**src/sv/bpfa_pkg.sv**
```systemverilog
// Shared constants, codes and control types of the bitmap page frame allocator.
`default_nettype none
package bpfa_pkg;

   localparam int MAX_PAGES_DEF = 512;
   localparam int WORD_BITS     = 32;
   localparam int WORD_LSB      = 5;
   localparam int CFG_W         = 10;
   localparam int PAGE_IO_W     = 9;
   localparam int FUNC_W        = 2;
   localparam int STATUS_W      = 2;
   localparam int CSR_IDX_W     = 1;
   localparam logic [CFG_W-1:0] COUNT_MAX = 10'd1023;

   localparam logic [FUNC_W-1:0] FN_ALLOC = 2'd0;
   localparam logic [FUNC_W-1:0] FN_FREE  = 2'd1;
   localparam logic [FUNC_W-1:0] FN_INIT  = 2'd2;

   localparam logic [STATUS_W-1:0] ST_OK    = 2'd0;
   localparam logic [STATUS_W-1:0] ST_NONE  = 2'd1;
   localparam logic [STATUS_W-1:0] ST_RANGE = 2'd2;

   localparam logic [CSR_IDX_W-1:0] CSR_FIRST_USER_PAGE = 1'd0;
   localparam logic [CSR_IDX_W-1:0] CSR_TOTAL_PAGES     = 1'd1;

   typedef struct packed {
      logic                load;
      logic                scan_begin;
      logic                scan_next;
      logic                free_read;
      logic                alloc_take;
      logic                free_set;
      logic                init_begin;
      logic                init_write;
      logic                finish;
      logic [STATUS_W-1:0] status;
   } bpfa_cmd_type;

   typedef struct packed {
      logic [FUNC_W-1:0] func;
      logic              count_zero;
      logic              scan_empty;
      logic              scan_last;
      logic              word_hit;
      logic              range_bad;
      logic              init_last;
   } bpfa_sts_type;

endpackage
`default_nettype wire

```
**src/sv/bpfa_ram.sv**
```systemverilog
// Generic simple dual-port RAM with registered read.
`default_nettype none
module bpfa_ram
#(
   parameter int WIDTH = 32,
   parameter int DEPTH = 16,
   localparam int AW = (DEPTH > 1) ? $clog2(DEPTH) : 1
)
(
   input  wire logic             clock,
   input  wire logic             wr_en,
   input  wire logic [AW-1:0]    wr_addr,
   input  wire logic [WIDTH-1:0] wr_data,
   input  wire logic             rd_en,
   input  wire logic [AW-1:0]    rd_addr,
   output logic      [WIDTH-1:0] rd_data
);

   logic [WIDTH-1:0] mem_ff [DEPTH];
   logic [WIDTH-1:0] rd_data_ff;

   always_ff @(posedge clock) begin
      if (wr_en) begin
         mem_ff[wr_addr] <= wr_data;
      end
      if (rd_en) begin
         rd_data_ff <= mem_ff[rd_addr];
      end
   end

   assign rd_data = rd_data_ff;

endmodule
`default_nettype wire

```
**src/sv/bpfa_ctrl.sv**
```systemverilog
// Request sequencer of the page frame allocator.
`default_nettype none
module bpfa_ctrl
   import bpfa_pkg::*;
(
   input  wire logic         clock,
   input  wire logic         reset,
   input  wire logic         start,
   output logic              busy,
   input  wire bpfa_sts_type sts,
   output bpfa_cmd_type      cmd
);

   localparam logic [2:0] ST_IDLE     = 3'd0;
   localparam logic [2:0] ST_DISPATCH = 3'd1;
   localparam logic [2:0] ST_SCAN     = 3'd2;
   localparam logic [2:0] ST_FREE_CHK = 3'd3;
   localparam logic [2:0] ST_INIT     = 3'd4;

   logic [2:0] state_ff;
   logic [2:0] state_in;

   always_comb begin
      cmd      = '0;
      state_in = state_ff;
      case (state_ff)
         ST_IDLE: begin
            if (start) begin
               cmd.load = 1'b1;
               state_in = ST_DISPATCH;
            end
         end
         ST_DISPATCH: begin
            case (sts.func)
               FN_ALLOC: begin
                  if (sts.count_zero || sts.scan_empty) begin
                     cmd.finish = 1'b1;
                     cmd.status = ST_NONE;
                     state_in   = ST_IDLE;
                  end else begin
                     cmd.scan_begin = 1'b1;
                     state_in       = ST_SCAN;
                  end
               end
               FN_FREE: begin
                  if (sts.range_bad) begin
                     cmd.finish = 1'b1;
                     cmd.status = ST_RANGE;
                     state_in   = ST_IDLE;
                  end else begin
                     cmd.free_read = 1'b1;
                     state_in      = ST_FREE_CHK;
                  end
               end
               FN_INIT: begin
                  cmd.init_begin = 1'b1;
                  state_in       = ST_INIT;
               end
               default: begin
                  cmd.finish = 1'b1;
                  cmd.status = ST_OK;
                  state_in   = ST_IDLE;
               end
            endcase
         end
         ST_SCAN: begin
            if (sts.word_hit) begin
               cmd.alloc_take = 1'b1;
               cmd.finish     = 1'b1;
               cmd.status     = ST_OK;
               state_in       = ST_IDLE;
            end else if (sts.scan_last) begin
               cmd.finish = 1'b1;
               cmd.status = ST_NONE;
               state_in   = ST_IDLE;
            end else begin
               cmd.scan_next = 1'b1;
            end
         end
         ST_FREE_CHK: begin
            cmd.free_set = 1'b1;
            cmd.finish   = 1'b1;
            cmd.status   = ST_OK;
            state_in     = ST_IDLE;
         end
         ST_INIT: begin
            cmd.init_write = 1'b1;
            if (sts.init_last) begin
               cmd.finish = 1'b1;
               cmd.status = ST_OK;
               state_in   = ST_IDLE;
            end
         end
         default: begin
            state_in = ST_IDLE;
         end
      endcase
   end

   always_ff @(posedge clock) begin
      if (reset) begin
         state_ff <= ST_IDLE;
      end else begin
         state_ff <= state_in;
      end
   end

   assign busy = (state_ff != ST_IDLE);

   a_accept_dispatch: assert property (@(posedge clock) disable iff (reset)
      (start && !busy) |=> (state_ff == ST_DISPATCH))
      else $error("accepted item did not reach dispatch");

   a_finish_idle: assert property (@(posedge clock) disable iff (reset)
      cmd.finish |=> (state_ff == ST_IDLE))
      else $error("finished item did not return to idle");

   a_write_state: assert property (@(posedge clock) disable iff (reset)
      (cmd.alloc_take || cmd.free_set || cmd.init_write) |->
         (state_ff == ST_SCAN || state_ff == ST_FREE_CHK || state_ff == ST_INIT))
      else $error("bitmap write outside a writing state");

endmodule
`default_nettype wire

```
**src/sv/bpfa_dp.sv**
```systemverilog
// Datapath: config registers, bitmap memory, free count and result registers.
`default_nettype none
module bpfa_dp
   import bpfa_pkg::*;
#(
   parameter int MAX_PAGES = MAX_PAGES_DEF
)
(
   input  wire logic                 clock,
   input  wire logic                 reset,
   input  wire logic [FUNC_W-1:0]    req_func,
   input  wire logic [PAGE_IO_W-1:0] req_page,
   input  wire logic                 csr_wr_en,
   input  wire logic [CSR_IDX_W-1:0] csr_index,
   input  wire logic [CFG_W-1:0]     csr_wr_data,
   input  wire bpfa_cmd_type         cmd,
   output bpfa_sts_type              sts,
   output logic                      rsp_valid,
   output logic [PAGE_IO_W-1:0]      rsp_page_out,
   output logic [STATUS_W-1:0]       rsp_status,
   output logic [CFG_W-1:0]          rsp_free_count
);

   localparam int NUM_WORDS = (MAX_PAGES + WORD_BITS - 1) / WORD_BITS;
   localparam int WIDX      = (NUM_WORDS > 1) ? $clog2(NUM_WORDS) : 1;
   localparam int WCNT_W    = $clog2(NUM_WORDS + 1);
   localparam int PAGE_W    = $clog2(MAX_PAGES);
   localparam int CMP_W     = ((PAGE_W > CFG_W) ? PAGE_W : CFG_W) + 1;
   localparam int FOUND_W   = WIDX + WORD_LSB;

   function automatic logic [WORD_LSB-1:0] lowest_bit(input logic [WORD_BITS-1:0] v);
      logic [WORD_LSB-1:0] r;
      r = '0;
      for (int i = WORD_BITS - 1; i >= 0; i--) begin
         if (v[i]) begin
            r = WORD_LSB'(i);
         end
      end
      return r;
   endfunction

   logic [CFG_W-1:0]     fup_ff, fup_in;
   logic [CFG_W-1:0]     tot_ff, tot_in;
   logic [FUNC_W-1:0]    func_ff, func_in;
   logic [PAGE_IO_W-1:0] page_ff, page_in;
   logic [CFG_W-1:0]     count_ff, count_in;
   logic [WCNT_W-1:0]    ptr_ff, ptr_in;
   logic [WIDX-1:0]      chk_ff, chk_in;
   logic                 rd_valid_ff, rd_valid_in;
   logic                 valid_ff [NUM_WORDS];
   logic                 rsp_valid_ff, rsp_valid_in;
   logic [PAGE_IO_W-1:0] rsp_page_out_ff, rsp_page_out_in;
   logic [STATUS_W-1:0]  rsp_status_ff, rsp_status_in;
   logic [CFG_W-1:0]     rsp_free_count_ff, rsp_free_count_in;

   logic [CMP_W-1:0]     lim_wide;
   logic [CFG_W-1:0]     lim;
   logic [CMP_W-1:0]     start_wide;
   logic [CMP_W-1:0]     end_wide;
   logic [WCNT_W-1:0]    scan_start;
   logic [WCNT_W-1:0]    scan_end;
   logic [CFG_W-1:0]     init_count;

   logic                 ram_wr_en;
   logic [WIDX-1:0]      ram_wr_addr;
   logic [WORD_BITS-1:0] ram_wr_data;
   logic                 ram_rd_en;
   logic [WIDX-1:0]      ram_rd_addr;
   logic [WORD_BITS-1:0] ram_rd_data;

   logic [WORD_BITS-1:0] word;
   logic [WORD_LSB-1:0]  lsb;
   logic [FOUND_W-1:0]   found_page;
   logic [WORD_BITS-1:0] bit_mask;
   logic [WORD_BITS-1:0] init_mask;
   logic [CMP_W-1:0]     init_base;
   logic [CMP_W-1:0]     pg_tmp;

   // page limit and scan window
   always_comb begin
      lim_wide = (CMP_W'(tot_ff) > CMP_W'(MAX_PAGES)) ? CMP_W'(MAX_PAGES) : CMP_W'(tot_ff);
      lim      = CFG_W'(lim_wide);
      start_wide = CMP_W'(fup_ff >> WORD_LSB);
      if (start_wide > CMP_W'(NUM_WORDS)) begin
         start_wide = CMP_W'(NUM_WORDS);
      end
      end_wide = (lim_wide + CMP_W'(WORD_BITS - 1)) >> WORD_LSB;
      if (end_wide > CMP_W'(NUM_WORDS)) begin
         end_wide = CMP_W'(NUM_WORDS);
      end
      scan_start = WCNT_W'(start_wide);
      scan_end   = WCNT_W'(end_wide);
      init_count = (lim > fup_ff) ? (lim - fup_ff) : '0;
   end

   assign word       = ram_rd_data & {WORD_BITS{rd_valid_ff}};
   assign lsb        = lowest_bit(word);
   assign found_page = {chk_ff, lsb};
   assign bit_mask   = WORD_BITS'(1) << page_ff[WORD_LSB-1:0];

   // free bits of word ptr_ff after init
   always_comb begin
      init_base = CMP_W'({ptr_ff, {WORD_LSB{1'b0}}});
      init_mask = '0;
      for (int i = 0; i < WORD_BITS; i++) begin
         pg_tmp = init_base + CMP_W'(i);
         init_mask[i] = (pg_tmp >= CMP_W'(fup_ff)) && (pg_tmp < lim_wide);
      end
   end

   always_comb begin
      sts.func       = func_ff;
      sts.count_zero = (count_ff == '0);
      sts.scan_empty = (start_wide >= end_wide);
      sts.scan_last  = (ptr_ff >= scan_end);
      sts.word_hit   = |word;
      sts.range_bad  = (CMP_W'(page_ff) < CMP_W'(fup_ff)) || (CMP_W'(page_ff) >= lim_wide);
      sts.init_last  = (ptr_ff == WCNT_W'(NUM_WORDS - 1));
   end

   // memory ports
   always_comb begin
      ram_rd_en   = cmd.scan_begin || cmd.scan_next || cmd.free_read;
      ram_rd_addr = WIDX'(ptr_ff);
      if (cmd.scan_begin) begin
         ram_rd_addr = WIDX'(scan_start);
      end else if (cmd.free_read) begin
         ram_rd_addr = WIDX'(page_ff >> WORD_LSB);
      end
      ram_wr_en   = cmd.alloc_take || cmd.free_set || cmd.init_write;
      ram_wr_addr = chk_ff;
      ram_wr_data = word | bit_mask;
      if (cmd.alloc_take) begin
         ram_wr_data = word & ~(WORD_BITS'(1) << lsb);
      end else if (cmd.init_write) begin
         ram_wr_addr = WIDX'(ptr_ff);
         ram_wr_data = init_mask;
      end
   end

   always_comb begin
      fup_in      = fup_ff;
      tot_in      = tot_ff;
      func_in     = func_ff;
      page_in     = page_ff;
      count_in    = count_ff;
      ptr_in      = ptr_ff;
      chk_in      = chk_ff;
      rd_valid_in = rd_valid_ff;

      if (csr_wr_en) begin
         case (csr_index)
            CSR_FIRST_USER_PAGE: fup_in = csr_wr_data;
            CSR_TOTAL_PAGES:     tot_in = csr_wr_data;
            default: ;
         endcase
      end
      if (cmd.load) begin
         func_in = req_func;
         page_in = req_page;
      end
      if (ram_rd_en) begin
         rd_valid_in = valid_ff[ram_rd_addr];
      end
      if (cmd.scan_begin) begin
         chk_in = WIDX'(scan_start);
         ptr_in = scan_start + WCNT_W'(1);
      end
      if (cmd.scan_next) begin
         chk_in = WIDX'(ptr_ff);
         ptr_in = ptr_ff + WCNT_W'(1);
      end
      if (cmd.free_read) begin
         chk_in = WIDX'(page_ff >> WORD_LSB);
      end
      if (cmd.init_begin) begin
         ptr_in   = '0;
         count_in = init_count;
      end
      if (cmd.init_write) begin
         ptr_in = ptr_ff + WCNT_W'(1);
      end
      if (cmd.alloc_take) begin
         count_in = count_ff - CFG_W'(1);
      end
      // double free leaves the count alone
      if (cmd.free_set && ((word & bit_mask) == '0) && (count_ff != COUNT_MAX)) begin
         count_in = count_ff + CFG_W'(1);
      end

      rsp_valid_in      = cmd.finish;
      rsp_page_out_in   = rsp_page_out_ff;
      rsp_status_in     = rsp_status_ff;
      rsp_free_count_in = rsp_free_count_ff;
      if (cmd.finish) begin
         rsp_page_out_in   = cmd.alloc_take ? PAGE_IO_W'(found_page) : '0;
         rsp_status_in     = cmd.status;
         rsp_free_count_in = count_in;
      end
   end

   always_ff @(posedge clock) begin
      if (reset) begin
         fup_ff       <= '0;
         tot_ff       <= CFG_W'(512);
         count_ff     <= '0;
         rsp_valid_ff <= 1'b0;
         for (int i = 0; i < NUM_WORDS; i++) begin
            valid_ff[i] <= 1'b0;
         end
      end else begin
         fup_ff       <= fup_in;
         tot_ff       <= tot_in;
         count_ff     <= count_in;
         rsp_valid_ff <= rsp_valid_in;
         if (ram_wr_en) begin
            valid_ff[ram_wr_addr] <= 1'b1;
         end
      end
   end

   always_ff @(posedge clock) begin
      func_ff           <= func_in;
      page_ff           <= page_in;
      ptr_ff            <= ptr_in;
      chk_ff            <= chk_in;
      rd_valid_ff       <= rd_valid_in;
      rsp_page_out_ff   <= rsp_page_out_in;
      rsp_status_ff     <= rsp_status_in;
      rsp_free_count_ff <= rsp_free_count_in;
   end

   bpfa_ram #(
      .WIDTH (WORD_BITS),
      .DEPTH (NUM_WORDS)
   ) u_bitmap (
      .clock   (clock),
      .wr_en   (ram_wr_en),
      .wr_addr (ram_wr_addr),
      .wr_data (ram_wr_data),
      .rd_en   (ram_rd_en),
      .rd_addr (ram_rd_addr),
      .rd_data (ram_rd_data)
   );

   assign rsp_valid      = rsp_valid_ff;
   assign rsp_page_out   = rsp_page_out_ff;
   assign rsp_status     = rsp_status_ff;
   assign rsp_free_count = rsp_free_count_ff;

   a_single_strobe: assert property (@(posedge clock) disable iff (reset)
      rsp_valid_ff |=> !rsp_valid_ff)
      else $error("result strobe held for two cycles");

   a_fail_zero_page: assert property (@(posedge clock) disable iff (reset)
      (rsp_valid_ff && rsp_status_ff != ST_OK) |-> (rsp_page_out_ff == '0))
      else $error("failed item reports a page");

   a_range_count: assert property (@(posedge clock) disable iff (reset)
      (rsp_valid_ff && rsp_status_ff == ST_RANGE) |-> (rsp_free_count_ff == count_ff))
      else $error("rejected free changed the count");

endmodule
`default_nettype wire

```
**src/sv/bitmap_page_frame_allocator.sv**
```systemverilog
// Top level of the bitmap page frame allocator.
// One item at a time; busy is high from accept until the result strobe.
// Rejected frees, allocates refused at dispatch, unused code: result registered from dispatch; free: from the check.
// Allocate: scans words from the word of first_user_page (up to MAX_PAGES/32), one bitmap word read per cycle.
// Init: writes every bitmap word, one bitmap word written per cycle. Results cannot be stalled.
// Synchronous reset: map reads as all zero, count 0, first_user_page 0, total_pages 512.
`default_nettype none
module bitmap_page_frame_allocator
   import bpfa_pkg::*;
#(
   parameter int MAX_PAGES = MAX_PAGES_DEF
)
(
   input  wire logic                 clock,
   input  wire logic                 reset,
   input  wire logic                 start,
   output logic                      busy,
   input  wire logic [FUNC_W-1:0]    req_func,
   input  wire logic [PAGE_IO_W-1:0] req_page,
   output logic                      rsp_valid,
   output logic [PAGE_IO_W-1:0]      rsp_page_out,
   output logic [STATUS_W-1:0]       rsp_status,
   output logic [CFG_W-1:0]          rsp_free_count,
   input  wire logic                 csr_wr_en,
   input  wire logic [CSR_IDX_W-1:0] csr_index,
   input  wire logic [CFG_W-1:0]     csr_wr_data
);

   bpfa_cmd_type cmd;
   bpfa_sts_type sts;

   bpfa_ctrl u_ctrl (
      .clock (clock),
      .reset (reset),
      .start (start),
      .busy  (busy),
      .sts   (sts),
      .cmd   (cmd)
   );

   bpfa_dp #(
      .MAX_PAGES (MAX_PAGES)
   ) u_dp (
      .clock          (clock),
      .reset          (reset),
      .req_func       (req_func),
      .req_page       (req_page),
      .csr_wr_en      (csr_wr_en),
      .csr_index      (csr_index),
      .csr_wr_data    (csr_wr_data),
      .cmd            (cmd),
      .sts            (sts),
      .rsp_valid      (rsp_valid),
      .rsp_page_out   (rsp_page_out),
      .rsp_status     (rsp_status),
      .rsp_free_count (rsp_free_count)
   );

endmodule
`default_nettype wire

```
**config.mk**
```make
export PLATFORM = sky130hd
export DESIGN_NAME = bitmap_page_frame_allocator
export DESIGN_NICKNAME = d
export VERILOG_FILES = /design/src/sv/bpfa_pkg.sv /design/src/sv/bpfa_ram.sv /design/src/sv/bpfa_ctrl.sv /design/src/sv/bpfa_dp.sv /design/src/sv/bitmap_page_frame_allocator.sv
export SDC_FILE = /design/constraint.sdc
export NUM_CORES = 1
export LEC_CHECK = 0
export BUFFER_PORTS_ARGS = -buffer_cell sky130_fd_sc_hd__buf_2
export CORE_UTILIZATION = 63
export DETAILED_ROUTE_END_ITERATION = 10
export GPL_TIMING_DRIVEN = 0
export PLACE_DENSITY_LB_ADDON = 0.15
export SYNTH_ARGS = -nofsm -noshare
export SYNTH_HDL_FRONTEND = slang
export SYNTH_SLANG_ARGS = --single-unit
```
**constraint.sdc**
```tcl
create_clock -name clock -period 6.6 [get_ports clock]
set_clock_uncertainty 0.15 [all_clocks]
set_input_delay 0 -clock clock [delete_from_list [all_inputs] [get_ports clock]]
set_output_delay 0 -clock clock [all_outputs]
set_load 0.005 [all_outputs]
```
==> results.md <==
- CTS built an H-tree with a depth of 2.
- The distinct cell type count of the synthesized netlist is 88.
- The met2 demand-to-capacity share in global routing is 0.676.
- By startpoint and endpoint, the worst setup path is classified as reg -> reg.
- Of the total synthesized cell area, the portion taken by full adders, half adders and majority gates is 0.0240.
- The global router's overall resource usage is 0.409.
- The post-place instance area is 31,100 um^2.
- The mean instance size in the synthesized netlist is approximately 12 um^2.
- After detailed routing, the number of vias per cell comes to 7.10.
- The data arrival time at the worst-slack endpoint is 6.74 ns.
- The number of violations of the max-capacitance limit is 1.
- Routability-driven placement finished with a final weighted congestion of about 1.0.
- The kind of end point of the critical path is a flop.
- The final hold violation count is 0.
- The top-level I/O count is 49.
- The run finished, with violations left.
- The area growth from synthesis to layout is 15.6%.
- The overall power after layout is 9.52 mW.
- When the netlist entered floorplanning its net count stood at 2,506.
- The first detailed-routing pass ran for 10 iterations.
- STA puts the critical path data required time at 6.95 ns.
- STA classifies the critical path startpoint as a flop.
- The global-route congestion overflow total is 0.
- The cell depth of the worst hold path is 4.
- The smallest clock period supported by the final layout is computed as around 6.4 ns.
- The cell area that synthesis handed to floorplanning was 29,600 um^2.
- The worst-skew pair later-pin latency is 0.66 ns.
- The area fraction in compound gates after synthesis came to 0.179.
- The x dimension of the die is 219 um.
- Of the available clock period, the critical path in the final layout requires 0.968.
- The path with the worst hold slack has its endpoint at u_dp.tot_ff[6].
- The initial antenna violation count came to 3.
- The slack of the critical path is 0.214 ns.
- The count of input and output buffers is 47.
- In the global route stage, met3 resource usage came out at 0.0874.
- Entering global routing, the biggest net connects 34 pins.
- Setup repair after global routing left no endpoint under its margin.
- The predominant post-synthesis flop cell is sky130_fd_sc_hd__edfxtp_1.
- The post-placement worst setup slack is -0.630 ns.
- The global-route wire length before repair is 142,000 um.
- The HPWL reported at the end of detailed placement is 68,800 um.
- The worst hold slack across all endpoints is roughly 0.01 ns.
- The number of enable flip-flop cells after synthesis is 586.
- In the global route stage, met1 resource usage came out at 0.488.
- The initial utilization of the core area, before any placement, comes to 0.636.
- The reg-to-reg startpoint is u_dp.tot_ff[2].
- The highest attainable clock frequency is around 160 MHz.
- The analysis attributes to cell leakage a power of about 12 nW.
- The post-synthesis share of cell area spent on and, or, nand and nor gates is 0.121.
- The final sum of negative setup slack is 0 ns.
- The DRC violation count after routing is 1.
- For this design the ratio of total power to cell area is ~280 nW/um^2.
- The count of nets left with antenna violations once routing finished came out at 0.
- In this run the most critical hold path is launched from csr_wr_data[6].
- During synthesis, Yosys emitted a total of 0 warnings.
- The async set or reset register ratio after synthesis is 0.
- CTS placed an instance of sky130_fd_sc_hd__clkbuf_16 at the clock tree root.
- The clock transition at the register clock pins on the worst setup and hold paths after CTS is 0.07 ns.
- The final net count is approximately 2,700.
- For this run, the share of the core covered by cells in the final layout is 0.735.
- The capturing point of the worst reg2reg path is u_dp.u_bitmap.rd_data[12].
- The CTS tree is done.
- In this run the deepest clock path goes through 3 buffers.
- The relative max-transition margin is -0.00692.
- The final reports fail on design-rule violations, max-capacitance violations, max-slew violations.
- The flop and latch count out of synthesis is 636.
- The setup check on the worst reg-to-reg path leaves a slack of between 0.2 and 0.25 ns.
- The largest family of logic cells by synthesized area is compound AO/OA/AOI/OAI gates.
- Of the synthesized area, sequential elements account for 0.629.
- Setup violations remaining at the end of the flow were counted as 0.
- The final routed wirelength across all metal layers is between 90,000 and 100,000 um.
- The transition time at the pin with the least slew margin is between 1.5 and 2 ns.
- The number of cells on the worst reg-to-reg path is 22.
- The cell count after synthesis came out at 2,424.
- The average wire length per cell after detail routing is 29.7 um.
- The full die area is 47,800 um^2.
- The number of inserted filler cells in the final layout is 2,968.
- The clock drives 636 sinks.
- The layer carrying the most global-route usage is met2.
- The number of global-route vias before repair came to 22,700.
- The max-slew violation count was 17.
- The number of placed instances, taps included is 3,098.
- The mux contribution to synthesized area is 0.00605.
- Counting the buffers created by CTS gives 61.
- In this run the core area contains 79 standard-cell rows.
- The share of the synthesized netlist area taken by xor and xnor gates is 0.00563.
- The die is between 200 and 250 um tall.
- Of all nets on the critical path, the largest fanout is 10.
- The share of post-route cells with drive strength above 1 is 0.127.
- The final instance count without filler cells is 3,275.
- The detailed router placed 23,200 vias in this run.
- With fillers left out, the area of the finished cells amounts to 34,200 um^2.
- The core area is approximately 46,000 um^2.
- The initial detailed-routing violation count is 3,150.
- The class of the worst hold path is in -> reg.
- The highest ir drop seen on vdd is 0.289 mV.
-- synthesized netlist by cell type, types with 50 or more instances --
cell type,count,area (um^2)
sky130_fd_sc_hd__nor2_1,111,417
sky130_fd_sc_hd__inv_1,53,199
sky130_fd_sc_hd__clkbuf_1,128,480
sky130_fd_sc_hd__edfxtp_1,586,17600
sky130_fd_sc_hd__ha_1,55,688
sky130_fd_sc_hd__and3_1,176,1100
sky130_fd_sc_hd__nand2_1,284,1070
sky130_fd_sc_hd__a2111oi_0,129,1130
sky130_fd_sc_hd__a21oi_1,170,851
sky130_fd_sc_hd__o21ai_0,74,370
sky130_fd_sc_hd__dfxtp_1,50,1000
sky130_fd_sc_hd__a211oi_1,54,405
-- how the worst max path moves through the flow --
stage              startpoint                        end  slack [ns]  cells after the start
3_3_place_gp   u_dp.tot_ff[9]   u_dp.u_bitmap.rd_data[9]       -0.62                     18
6_report       u_dp.tot_ff[2]  u_dp.u_bitmap.rd_data[12]        0.21                     22
4_1_cts        u_dp.tot_ff[9]  u_dp.u_bitmap.rd_data[25]         0.1                     19
3_5_place_dp   u_dp.tot_ff[9]  u_dp.u_bitmap.rd_data[24]       -0.63                     18
5_1_grt        u_dp.tot_ff[9]  u_dp.u_bitmap.rd_data[26]        0.04                     21
2_1_floorplan  u_dp.tot_ff[9]  u_dp.u_bitmap.rd_data[30]        1.85                     20
-- layout make-up --
class	instances	area [um^2]	area share
multi-input combinational	1551	10500	0.308
tap	607	759	0.0222
inverter	54	204	0.00597
antenna	3	7.51	0.000220
buffer	183	847	0.0248
sequential	636	18600	0.544
clock buffer	82	1660	0.0485
timing repair buffer	126	1170	0.0342
clock inverter	33	405	0.0119
-- critical path: stages (launching register included) --
cell                        delay, ns
sky130_fd_sc_hd__dfxtp_1         0.56
sky130_fd_sc_hd__nor4_1          0.13
sky130_fd_sc_hd__a31oi_2         0.28
sky130_fd_sc_hd__nor2b_1         0.21
sky130_fd_sc_hd__or3_4           0.49
sky130_fd_sc_hd__or3_1           0.47
sky130_fd_sc_hd__nand3_1         0.17
sky130_fd_sc_hd__xnor2_1         0.13
sky130_fd_sc_hd__nand2_1         0.11
sky130_fd_sc_hd__ha_1            0.28
sky130_fd_sc_hd__o21ai_0         0.09
sky130_fd_sc_hd__o21ai_0         0.23
sky130_fd_sc_hd__a221oi_2        0.09
sky130_fd_sc_hd__buf_4           0.22
sky130_fd_sc_hd__and2_4          0.14
sky130_fd_sc_hd__buf_6           0.13
sky130_fd_sc_hd__a21boi_4        0.43
sky130_fd_sc_hd__and2_4          0.23
sky130_fd_sc_hd__buf_6           0.14
sky130_fd_sc_hd__clkbuf_1        0.43
sky130_fd_sc_hd__a2111oi_0       0.20
sky130_fd_sc_hd__o41ai_2         0.63
sky130_fd_sc_hd__o31a_1          0.27
-- placed cells by master (no fill, tap or decap), drive strengths merged, types with 20 or more instances in the layout --
| cell type | instances |
|---|---|
| nand2 | 285 |
| ha | 55 |
| buf | 122 |
| a2111oi | 132 |
| clkinv | 20 |
| a221oi | 45 |
| a311oi | 39 |
| clkbuf | 212 |
| a31oi | 32 |
| o41ai | 35 |
| a211oi | 54 |
| a21oi | 171 |
| and2 | 27 |
| nor3 | 21 |
| o21ai | 76 |
| o31a | 32 |
| inv | 56 |
| dlygate4sd3 | 57 |
| and3 | 176 |
| dfxtp | 50 |
| edfxtp | 586 |
| nor2 | 111 |
| nand3 | 24 |
-- cell families after synthesis --
kind of cell / after synthesis
AO/OA/AOI/OAI: 732
buffers and inverters: 237
flip-flops: 636
XOR/XNOR: 19
adder cells (fa/ha/maj): 56
multiplexers: 16
AND/OR/NAND/NOR: 728
-- routing by layer --
layer | vias to the layer above | routed length, um
li1 | 9973 | -
met1 | 11200 | 33800
met2 | 1702 | 47000
met3 | 367 | 9940
met4 | 4 | 6470
met5 | - | 31
-- sequential cells by signal, indices dropped and copies added (netlist names) --
register	count
u_dp.func_ff	2
u_dp.u_bitmap.mem_ff	512
u_dp.rsp_valid	1
u_dp.u_bitmap.rd_data	32
u_dp.fup_ff	10
u_dp.rsp_free_count	10
u_dp.ptr_ff	5
u_dp.page_ff	9
u_dp.rd_valid_ff	1
u_dp.tot_ff	10
u_ctrl.state_ff	3
u_dp.chk_ff	4
u_dp.valid_ff	16
u_dp.rsp_page_out	9
u_dp.rsp_status	2
u_dp.count_ff	10
-- report_power, final --
group	switching [mW]	total (mW)	internal [mW]
Sequential	0.0588	4.57	4.51
Combinational	0.918	1.34	0.417
Clock	1.57	3.62	2.05
Total	2.54	9.52	6.97
-- timing repair --
action / in CTS / in global routing
setup buffers: 1 / 1
pin swaps: 3 / 5
hold buffers: 57 / 0
endpoints found under the hold margin: 46 / 0
resized for setup: 55 / 47
setup endpoints to repair: 33 / 33
Note: power is estimated with default switching activity, not from simulation.
